--- src/sv/qsilu_pkg.sv ---
// Shared types, constants and helper functions for the quantized SiLU pipeline.
// No dependencies; every other file imports this package.
package qsilu_pkg;

   localparam int unsigned CsrIndexWidth = 2;
   localparam int unsigned CsrDataWidth  = 24;

   typedef enum logic [CsrIndexWidth-1:0] {
      CSR_IN_SCALE      = 2'd0,
      CSR_INV_SCALE_OUT = 2'd1,
      CSR_ACT_MIN       = 2'd2,
      CSR_ACT_MAX       = 2'd3
   } csr_index_type;

   localparam logic [16:0] Log2eQ16   = 17'd94548;
   localparam logic [29:0] Ln2Q30     = 30'd744261118;
   localparam logic [30:0] OneQ30     = 31'h4000_0000;
   localparam int unsigned TaylorTerms = 6;
   localparam int unsigned QuotBits   = 17;

   // reciprocals ceil(2^33 / j) for exact floor division of values below 2^30
   localparam logic [31:0] Recip3 = 32'd2863311531;
   localparam logic [31:0] Recip5 = 32'd1717986919;
   localparam logic [31:0] Recip6 = 32'd1431655766;

   // front end -> exp unit
   typedef struct packed {
      logic [29:0]        u;
      logic [8:0]         k;
      logic signed [23:0] f;
   } exp_arg_type;

   // exp unit -> divider
   typedef struct packed {
      logic [30:0]        e;
      logic signed [23:0] f;
   } exp_res_type;

   // divider -> back end
   typedef struct packed {
      logic [16:0]        s;
      logic signed [23:0] f;
   } sig_res_type;

   // floor(p / j) for j in 1..6, p below 2^30
   function automatic logic [29:0] div_small(input logic [29:0] p, input int unsigned j);
      logic [61:0] prod;
      prod = '0;
      unique case (j)
         3: prod = {32'd0, p} * {30'd0, Recip3};
         5: prod = {32'd0, p} * {30'd0, Recip5};
         6: prod = {32'd0, p} * {30'd0, Recip6};
         default: prod = '0;
      endcase
      unique case (j)
         2: return p >> 1;
         4: return p >> 2;
         3, 5, 6: return {1'b0, prod[61:33]};
         default: return p;
      endcase
   endfunction

endpackage

--- src/sv/qsilu_front.sv ---
// Front end: dequantize, saturate to Q8.16, scale |f| by log2(e), split k/r, form u.
// Depends on qsilu_pkg.
module qsilu_front (
   input  logic                       clock,
   input  logic                       reset,
   input  logic                       en,
   input  logic                       valid_in,
   input  logic signed [7:0]          sample,
   input  logic [23:0]                in_scale,
   output logic                       valid_out,
   output qsilu_pkg::exp_arg_type     arg_out
);
   import qsilu_pkg::*;

   logic [3:0]         valid_ff;
   logic signed [32:0] prod_ff, prod_in;
   logic signed [23:0] f2_ff, f2_in, f3_ff, f4_ff;
   logic [23:0]        a2_ff, a2_in;
   logic [24:0]        t_ff, t_in;
   logic [29:0]        u_ff, u_in;
   logic [8:0]         k_ff;
   logic [32:0]        mag;
   logic [28:0]        rnd;
   logic [40:0]        tprod;
   logic [45:0]        uprod;

   always_comb begin
      prod_in = $signed({{25{sample[7]}}, sample}) * $signed({9'd0, in_scale});
      mag     = prod_ff[32] ? 33'(-prod_ff) : 33'(prod_ff);
      rnd     = 29'((mag + 33'd8) >> 4);
      if (prod_ff[32]) begin
         a2_in = (rnd > 29'h80_0000) ? 24'h80_0000 : rnd[23:0];
         f2_in = $signed(24'(-a2_in));
      end else begin
         a2_in = (rnd > 29'h7F_FFFF) ? 24'h7F_FFFF : rnd[23:0];
         f2_in = $signed(a2_in);
      end
      tprod = {17'd0, a2_ff} * {24'd0, Log2eQ16};
      t_in  = tprod[40:16];
      uprod = {30'd0, t_ff[15:0]} * {16'd0, Ln2Q30};
      u_in  = uprod[45:16];
   end

   always_ff @(posedge clock) begin
      if (reset) begin
         valid_ff <= '0;
      end else if (en) begin
         valid_ff <= {valid_ff[2:0], valid_in};
      end
   end

   always_ff @(posedge clock) begin
      if (en) begin
         prod_ff <= prod_in;
         f2_ff   <= f2_in;
         a2_ff   <= a2_in;
         t_ff    <= t_in;
         f3_ff   <= f2_ff;
         u_ff    <= u_in;
         k_ff    <= t_ff[24:16];
         f4_ff   <= f3_ff;
      end
   end

   assign valid_out = valid_ff[3];
   assign arg_out   = '{u: u_ff, k: k_ff, f: f4_ff};

endmodule

--- config.mk ---
export PLATFORM = sky130hd
export DESIGN_NAME = qsilu_front
export DESIGN_NICKNAME = d
export VERILOG_FILES = /design/src/sv/qsilu_pkg.sv /design/src/sv/qsilu_front.sv
export SDC_FILE = /design/constraint.sdc
export NUM_CORES = 2
export LEC_CHECK = 0
export ABC_AREA = 1
export ABC_CLOCK_PERIOD_IN_PS = 7080
export BUFFER_PORTS_ARGS = -buffer_cell sky130_fd_sc_hd__buf_2
export CORE_MARGIN = 1
export CORE_UTILIZATION = 65
export DETAILED_ROUTE_END_ITERATION = 10
export PLACE_DENSITY = 0.83
export SLEW_MARGIN = 20
export SYNTH_ARGS = -nofsm -noshare
export SYNTH_HDL_FRONTEND = slang
export SYNTH_SLANG_ARGS = --single-unit
export TNS_END_PERCENT = 1
--- constraint.sdc ---
create_clock -name clock -period 7.08 [get_ports clock]
set_input_delay 0.354 -clock clock [delete_from_list [all_inputs] [get_ports clock]]
set_output_delay 0.354 -clock clock [all_outputs]
set_load 0.02 [all_outputs]
==> summary.txt <==
kind of capture point of the worst setup path -> register
multi-input combinational cell area -> 20200 µm²
final cell area excluding filler cells -> 31400 µm²
Synth top area share -> 0.266
number of antenna violations at the first check in global routing -> 6
CTS Hold Buffers Added -> 0
type of the most critical hold path -> in -> reg
deepest clock path buffer count -> 2
Final HPWL DP -> 56200 µm
iteration-0 DRC count of the detailed router -> 1498
startpoint types -> register
die width -> 216 µm
number of standard-cell rows in the floorplan -> 77
synthesized area per cell -> 8.84 µm²
root buffer selected by CTS -> sky130_fd_sc_hd__clkbuf_16
max-cap violation count -> 0
total area of sequential cells -> 5850 µm²
number of enable-type register cells in the synthesized netlist -> 192
syn_nets -> 4217
Floorplan Core Area -> 44600 µm²
count of yosys warnings during synthesis -> 0
maximum clock frequency -> 0.152 GHz
wire length of the first global-routing pass -> 111000 µm
Post-Place Cells -> 4001
Async SR Flop Fraction -> 0
DRT Pass-1 Iters -> 5
vias -> 22100
total routing resource utilization after global routing -> 0.302
via density per instance -> 5.46
floorplan die height -> 216 µm
CP most frequent cell -> sky130_fd_sc_hd__fa_1
hold violation total from the final report -> 0
Placed Instance Area -> 30700 µm²
distinct cell type count after synthesis -> 53
crit path max-delay cell type -> sky130_fd_sc_hd__fa_1
ANT nets after route -> 0
Sinks on Clock Net -> 196
Die Outline Area -> 46500 µm²
CP peak stage delay -> 560 ps
Total Nets Final -> 4298
cell taking the most area after synthesis -> sky130_fd_sc_hd__fa_1
Mapped Cells -> 3356
clock tree from TritonCTS -> yes
Top-Level Pins -> 100
Yosys reg bits -> 196
ys flop type -> sky130_fd_sc_hd__edfxtp_1
count of buffer and inverter cells on the critical path -> 2
Min Clock Period, post-route -> 6600 ps
clock buffer count from CTS -> 17
via count of the first global-routing pass -> 22400
Initial Util -> 0.665
leading cell types by count after synthesis -> 878 x sky130_fd_sc_hd__inv_1, 594 x sky130_fd_sc_hd__nand2_1, 431 x sky130_fd_sc_hd__ha_1
IO buf count -> 99
setup tns final -> 0 ps
GPL Wtd Cong -> 0.993
Post-Layout Cell Count -> 4045
final count of pins violating max slew -> 0
final-layout fill cell count -> 3361
Slew Limit Headroom -> 0.336
most frequent cell after synthesis -> sky130_fd_sc_hd__inv_1
actual transition at the worst max-transition pin -> 996 ps
data arrival time of the critical path -> 6840 ps
post-synth design cell area -> 29700 µm²
largest net degree at the start of global routing -> 103
layout cell share with drive strength beyond 1 -> 0.0803
proportion of synthesized chip area in sequential cells -> 0.197
peak fanout along the critical path -> 6
count of H-tree levels built during CTS -> 4
utilization after layout -> 0.704
detailed-route wire length per cell -> 16.6 µm
cell family contributing the most delay on the critical path -> adder cells
cells along the critical path -> ha_1 > fa_1 > inv_1 > fa_1 > fa_1 > inv_1 > fa_1 > fa_1 > ha_1 > a21oi_1 > o21ai_0 > a21oi_1 > o21ai_0 > a21oi_1 > o21ai_0 > a31oi_1 > o21ai_0 > nand2_1 > nand2_1 > xor2_1
worst skew pair latency -> 500 ps
worst-case clock skew -> 11.8 ps
top cells by area, synth -> sky130_fd_sc_hd__fa_1 27%, sky130_fd_sc_hd__edfxtp_1 19%, sky130_fd_sc_hd__ha_1 18%
sum of overflow across all layers after global routing -> 0
layout-stage area growth over the synthesis result -> 5.80%
number of endpoints failing setup at the final stage -> 0
Remaining DRCs -> 0
outcome -> completed
ratio of final minimum period to clock period -> 0.932
total wirelength of the detailed-routed design -> 67300 µm
setup repair after global routing missed its margin -> false
data required time at the worst endpoint -> 7320 ps
clock slew at the register clock pins of the worst setup and hold paths -> 80 ps
Critical Setup Path Class -> reg -> reg
==> flip-flops by register name, summed over array words and instances, names as in the netlist <==
register and flops:
prod_ff 33, u_ff 30, t_ff 25, f2_ff 24, f3_ff 24, f4_ff 24, a2_ff 23, k_ff 9
valid_ff 4
==> cell type report <==
cell class / count / area share
inverter: 894 / 0.107
timing repair buffer: 120 / 0.0211
tap: 592 / 0.0236
antenna: 3 / 0.000239
clock inverter: 14 / 0.00498
clock buffer: 18 / 0.0137
multi-input combinational: 2208 / 0.643
sequential: 196 / 0.186
==> cells in the final DEF (no fill, tap or decap), drive strengths merged, types with 18 or more instances in the layout <==
cell,Yosys,final
xor2,58,58
o31ai,18,18
nand3,104,104
nor2,175,175
edfxtp,192,192
or2,29,29
o21ai,100,100
a21oi,134,134
nand2,632,632
buf,13,119
xnor2,35,35
inv,893,901
ha,431,431
clkbuf,45,19
fa,394,394
nand4,19,19
==> final timing paths <==
check	from	slack [ps]	end	depth (start not counted)
setup / recovery	a2_ff[2]	480	t_ff[19]	20
hold / removal	reset	60	valid_ff[2]	2
setup reg to reg	a2_ff[2]	480	t_ff[19]	20
hold reg to reg	f2_ff[13]	420	f3_ff[13]	0
==> logic make-up (layout without fill, tap and decap cells) <==
logic type	Yosys count	count (layout)	synth area share
xor+xnor	93	93	0.0274
simple gates	981	981	0.147
buf+inv	952	1046	0.122
compound gates	309	309	0.0589
flops	196	196	0.197
fa+ha+maj	825	825	0.447
other cells	0	3	0
==> timing repair <==
item,4_1_cts,5_1_grt
buffers inserted,0,9
resized for setup,0,2
endpoints found under the setup margin,0,5
==> per-layer routing <==
layer / vias up / track usage / routed length [µm]
met5: - / 0 / 27
met4: 4 / 0.0863 / 1710
met1: 10700 / 0.393 / 27600
met3: 137 / 0.0582 / 4570
met2: 743 / 0.512 / 33400
li1: 10500 / - / -
==> metrics by stage <==
stage                     hold WS [ps]  worst slack, ps
after floorplan                    400              759
after global placement             401              506
after detailed placement           405              437
after CTS                         29.2              435
after global routing              53.6             4.98
final                             62.7              483
Power is left out: the tool's default activity adds up to more than one toggle a clock period on the data nets, which glitch-free logic cannot reach.
