<file path="src/sv/qsilu_pkg.sv">
// Shared types, constants and helper functions for the quantized SiLU pipeline.
// No dependencies; every other file imports this package.
package qsilu_pkg;

   localparam int unsigned CsrIndexWidth = 2;
   localparam int unsigned CsrDataWidth  = 24;

   typedef enum logic [CsrIndexWidth-1:0] {
      CSR_IN_SCALE      = 2'd0,
      CSR_INV_SCALE_OUT = 2'd1,
      CSR_ACT_MIN       = 2'd2,
      CSR_ACT_MAX       = 2'd3
   } csr_index_type;

   localparam logic [16:0] Log2eQ16   = 17'd94548;
   localparam logic [29:0] Ln2Q30     = 30'd744261118;
   localparam logic [30:0] OneQ30     = 31'h4000_0000;
   localparam int unsigned TaylorTerms = 6;
   localparam int unsigned QuotBits   = 17;

   // reciprocals ceil(2^33 / j) for exact floor division of values below 2^30
   localparam logic [31:0] Recip3 = 32'd2863311531;
   localparam logic [31:0] Recip5 = 32'd1717986919;
   localparam logic [31:0] Recip6 = 32'd1431655766;

   // front end -> exp unit
   typedef struct packed {
      logic [29:0]        u;
      logic [8:0]         k;
      logic signed [23:0] f;
   } exp_arg_type;

   // exp unit -> divider
   typedef struct packed {
      logic [30:0]        e;
      logic signed [23:0] f;
   } exp_res_type;

   // divider -> back end
   typedef struct packed {
      logic [16:0]        s;
      logic signed [23:0] f;
   } sig_res_type;

   // floor(p / j) for j in 1..6, p below 2^30
   function automatic logic [29:0] div_small(input logic [29:0] p, input int unsigned j);
      logic [61:0] prod;
      prod = '0;
      unique case (j)
         3: prod = {32'd0, p} * {30'd0, Recip3};
         5: prod = {32'd0, p} * {30'd0, Recip5};
         6: prod = {32'd0, p} * {30'd0, Recip6};
         default: prod = '0;
      endcase
      unique case (j)
         2: return p >> 1;
         4: return p >> 2;
         3, 5, 6: return {1'b0, prod[61:33]};
         default: return p;
      endcase
   endfunction

endpackage

</file>
<file path="src/sv/qsilu_div.sv">
// Sigmoid divider: rounded quotient over 2^30 + E, restoring, one quotient bit per stage.
// Depends on qsilu_pkg.
module qsilu_div (
   input  logic                   clock,
   input  logic                   reset,
   input  logic                   en,
   input  logic                   valid_in,
   input  qsilu_pkg::exp_res_type res_in,
   output logic                   valid_out,
   output qsilu_pkg::sig_res_type res_out
);
   import qsilu_pkg::*;

   logic                 valid_ff [QuotBits+1];
   logic [31:0]          rem_ff   [QuotBits+1];
   logic [QuotBits-1:0]  nq_ff    [QuotBits+1];
   logic [31:0]          den_ff   [QuotBits+1];
   logic signed [23:0]   f_ff     [QuotBits+1];
   logic [31:0]          den_in;
   logic [46:0]          num_in;

   always_comb begin
      den_in = 32'h4000_0000 + {1'b0, res_in.e};
      if (!res_in.f[23]) begin
         num_in = (47'd1 << 46) + {16'd0, den_in[31:1]};
      end else begin
         num_in = {res_in.e, 16'd0} + {16'd0, den_in[31:1]};
      end
   end

   always_ff @(posedge clock) begin
      if (reset) begin
         valid_ff[0] <= 1'b0;
      end else if (en) begin
         valid_ff[0] <= valid_in;
      end
   end

   always_ff @(posedge clock) begin
      if (en) begin
         rem_ff[0] <= {2'd0, num_in[46:17]};
         nq_ff[0]  <= num_in[16:0];
         den_ff[0] <= den_in;
         f_ff[0]   <= res_in.f;
      end
   end

   for (genvar g = 0; g < QuotBits; g++) begin : g_bit
      logic [31:0] sh;
      logic        ge;

      always_comb begin
         sh = {rem_ff[g][30:0], nq_ff[g][QuotBits-1]};
         ge = (sh >= den_ff[g]);
      end

      always_ff @(posedge clock) begin
         if (reset) begin
            valid_ff[g+1] <= 1'b0;
         end else if (en) begin
            valid_ff[g+1] <= valid_ff[g];
         end
      end

      always_ff @(posedge clock) begin
         if (en) begin
            rem_ff[g+1] <= ge ? (sh - den_ff[g]) : sh;
            nq_ff[g+1]  <= {nq_ff[g][QuotBits-2:0], ge};
            den_ff[g+1] <= den_ff[g];
            f_ff[g+1]   <= f_ff[g];
         end
      end
   end

   assign valid_out = valid_ff[QuotBits];
   assign res_out   = '{s: nq_ff[QuotBits], f: f_ff[QuotBits]};

endmodule

</file>
<file path="config.mk">
export PLATFORM = sky130hd
export DESIGN_NAME = qsilu_div
export DESIGN_NICKNAME = d
export VERILOG_FILES = /design/src/sv/qsilu_pkg.sv /design/src/sv/qsilu_div.sv
export SDC_FILE = /design/constraint.sdc
export NUM_CORES = 2
export LEC_CHECK = 0
export BUFFER_PORTS_ARGS = -buffer_cell sky130_fd_sc_hd__buf_2
export CAP_MARGIN = 20
export CORE_MARGIN = 2
export CORE_UTILIZATION = 45
export DETAILED_ROUTE_END_ITERATION = 8
export MAX_ROUTING_LAYER = met4
export SLEW_MARGIN = 20
export SYNTH_ARGS = -nofsm -noshare
export SYNTH_HDL_FRONTEND = slang
export SYNTH_SLANG_ARGS = --single-unit
</file>
<file path="constraint.sdc">
create_clock -name clock -period 3.85 [get_ports clock]
set_clock_uncertainty 0.1 [all_clocks]
set_input_delay 0.385 -clock clock [delete_from_list [all_inputs] [get_ports clock]]
set_output_delay 0.385 -clock clock [all_outputs]
set_load 0.03 [all_outputs]
</file>
==> summary.txt <==
Floorplan
  – Rows: 158
  – Horiz. Die Dim: 436 um
  – Core Box Area: between 0.15 and 0.2 sq mm
  – Ports: 101
  – DIE HEIGHT: 436 um
  – Die area: 0.190 sq mm
  – Starting Density: 45.2%

Finish
  – Most frequent cells in the layout: 1674 x edfxtp_1, 648 x inv_1, 549 x ha_1
  – Fill cells: 15.6k
  – Area growth syn-to-layout: 17.4%
  – Fin cells: 10.1k
  – Share of cells above drive strength 1: 14.8%
  – Commonest non-fill, non-tap cell in the layout: edfxtp_1
  – Multi-input logic area: 0.0311 sq mm
  – Nets: around 8.1k
  – Reg area: slightly above 0.05 sq mm

Clock network
  – H-tree Lvls: 4
  – Clk pin slew, worst setup/hold paths: 0.06 ns
  – Total CTS buffers: 185
  – CTS tree: yes
  – Root Driver: clkbuf_16
  – Clock Tree Buf Depth: 3
  – Clock sink total: 1674
  – Clock insertion delay at the later pin of the skew report: 0.85 ns

Yosys
  – Synth async-reset ratio: 0%
  – Yosys cell types: 96
  – Dominant synthesized flop cell: edfxtp_1
  – Sequential area share after synthesis: 60.0%
  – Syn Inst Count: 6823
  – Synthesized flop and latch total: 1674
  – Post-synth EDFFs: around 1.7k
  – Cell Area, Synth: ~0.084 sq mm
  – Synthesized Nets: 7457
  – Syn Area/Cell: 12.3 sq um
  – Ys Warns: 0

Critical path
  – Crit Path Class: flop to flop
  – Reg2reg end: rem_ff[1][22]
  – Crit end category: flop
  – R2R cell count: 16
  – R2R Setup Slk: 0.05 ns
  – Crit Reg-Reg Startpoint: nq_ff[0][16]
  – Crit-path max FO: 11
  – CP arrival: 4.28 ns
  – Worst Setup Start Kind: flop
  – Worst endpoint required time: between 4 and 5 ns

Power
  – Sequential power share: between 30% and 40%
  – Gate power share: 40.4%
  – Clock Power Share: about a quarter
  – Static leakage: 40.3 nW
  – Sw frac: 34.0%
  – VDD IR max: 384 uV
  – Net switching power figure: between 0.02 and 0.03 W
  – Design internal power: 0.0485 W
  – Power Dens Cells: roughly 750 mW/mm^2

Drt
  – DR vias/cell: 5.23
  – Drt drc: 0
  – Drt wl/cell: 17.2 um
  – DRT Wirelength: 175000 um
  – Initial drt markers: 2768
  – DRT Pass-1 Iters: 5
  – Vias: 53.1k
  – DRT antenna net count: 0

Timing
  – Slew Viols, Final: 0
  – Max Freq: between 200 and 300 MHz
  – Final hold slack: 0.107 ns
  – Final period util: ~99%
  – Worst-margin pin slew: approximately 0.9 ns
  – Minimum clock period: 3.80 ns
  – Setup WS post-layout: approximately 0.048 ns
  – Finish-stage setup viols: 0
  – Final hold vios: 0
  – Max-slew headroom: about two fifths

Min path
  – Min-Delay Startpoint: reset
  – Hold EP: valid_ff[16]
  – Worst hold path class: input pin to flop
  – WHS Path Cells: 3

Placed design
  – DP Worst Slack: -0.377 ns
  – Global placement routability congestion: 0.965
  – Port bufs: 100
  – Detailed Place HPWL: 127000 um
  – Post-Place Cells: ~9.7k

Global routing
  – Vias in the first global route: approximately 55k
  – Initial antenna violation count: 1
  – Gr ovfl total: 0
  – Largest net degree at the start of global routing: 121
  – First-pass GRT wire length: around 280000 um
  – Total Routing Usage GR: 18.6%

Run status
  – Status: complete, no violations

Run
  – Max-Cap Viols: 0
==> through the flow <==
step / util [%] / TNS, ns / total power [W] / cell area [sq um]
final: 53.1 / 0 / 0.0735 / 98400
after global routing: 53.1 / -0.581 / 0.0785 / 98400
after CTS: 52.6 / -0.292 / 0.0731 / 97500
after detailed placement: 48.9 / -10.71 / 0.0550 / 90600
after global placement: 48.9 / -5.25 / 0.0546 / 90600
after floorplan: - / 0 / 0.0460 / 83800
==> area by class of cell <==
cell class              count  area share (%)
repair buffers            642            5.56
clock buffers             225            4.88
diodes                      1         0.00254
multi-input cells        4351            31.6
inverters                 656            2.50
clock inverters           116            1.24
well taps                2480            3.15
flip-flops and latches   1674            51.1
==> cells by family (layout without fill, tap and decap cells) <==
family                   count (synthesis)  in the layout  synth area share [%]
buffers and inverters                  798           1639                  3.64
adder cells (fa/ha/maj)                575            575                  8.74
flip-flops                            1674           1674                  60.0
AND/OR/NAND/NOR                       1418           1418                  7.93
AO/OA/AOI/OAI                         1765           1765                  13.1
other                                    0              1                     0
multiplexers                           147            147                  1.96
XOR/XNOR                               446            446                  4.66
==> routing by layer <==
metal / routed length [um] / GRT usage [%] / part of all wire [%]
met5: 0 / - / 0
met4: 10900 / 11.3 / 6.3
met3: 4910 / 2.73 / 2.8
met2: 97700 / 35.7 / 56
met1: 61100 / 17.3 / 35
==> flip-flops by register name (all words and copies together), names as in the netlist <==
signal,count
den_ff,544
rem_ff,526
f_ff,432
nq_ff,154
valid_ff,18
==> worst max-delay path by stage <==
stage / start / endpoint / slack [ns]
floorplan: den_ff[6][11] / rem_ff[7][21] / 0.34
global placement: den_ff[13][0] / rem_ff[14][30] / -0.27
detailed placement: den_ff[13][0] / rem_ff[14][29] / -0.38
CTS: den_ff[3][0] / rem_ff[4][27] / -0.04
global route: nq_ff[0][16] / rem_ff[1][24] / -0.06
finish: nq_ff[0][16] / rem_ff[1][22] / 0.05
==> cell usage after synthesis, types with 10 or more instances <==
library cell  number  area [sq um]
or3_1             30           188
and2_1            37           231
o211ai_1          20           150
a21boi_0          25           188
a21oi_1          485          2430
nand2b_1          84           526
clkbuf_1         102           383
o21ai_1           17          85.1
nand3_1           79           395
and4_1            10          87.6
nor2b_1           84           526
buf_2             33           165
a221o_1           10           100
inv_1            655          2460
o22ai_1           11          68.8
a31o_2            10          87.6
fa_1              17           340
a211oi_1          26           195
o21a_1            75           563
ha_1             558          6980
nand2_1          550          2060
or2_2             20           125
edfxtp_1        1674         50300
nor4_1            14          87.6
a31oi_1           51           319
and3_1            43           269
xor2_1           203          1780
mux2i_1           12           120
nor3_1            52           260
o21ai_0          519          2600
o21bai_1          59           443
mux2_2           133          1500
nor2_1           307          1150
o31a_1            22           193
xnor2_1          243          2130
a21o_1           273          2050
nand4_1           88           551
a221oi_1          11          96.3
o31ai_1           32           240
==> power by group through the flow <==
stage          Sequential (W)  Clock (W)  Combinational, W
4_1_cts                0.0265     0.0179            0.0287
6_report               0.0265     0.0173            0.0297
2_1_floorplan          0.0262          0            0.0198
3_5_place_dp           0.0269          0            0.0282
5_1_grt                0.0269     0.0186            0.0330
3_3_place_gp           0.0268          0            0.0277
==> critical path, stage by stage, from the launching register on <==
cell,delay (ns)
edfxtp_1,0.38
inv_1,0.07
ha_2,0.20
fa_2,0.23
nor2b_2,0.06
nor3_2,0.14
o31a_1,0.24
o21ai_4,0.10
a2111oi_4,0.40
o41ai_4,0.13
o211ai_1,0.40
a21oi_2,0.13
o41ai_4,0.46
buf_12,0.19
buf_12,0.12
buf_4,0.12
o21ai_0,0.09
==> what timing repair did <==
item / CTS / global route
endpoints found under the setup margin: 181 / 350
buffers inserted: 12 / 27
resized for setup: 29 / 105
pin swaps: 19 / 54
hold endpoints to repair: 117 / 0
hold buffers: 57 / 0
cloned: 3 / 12
Power figures use the tool's default switching activity.
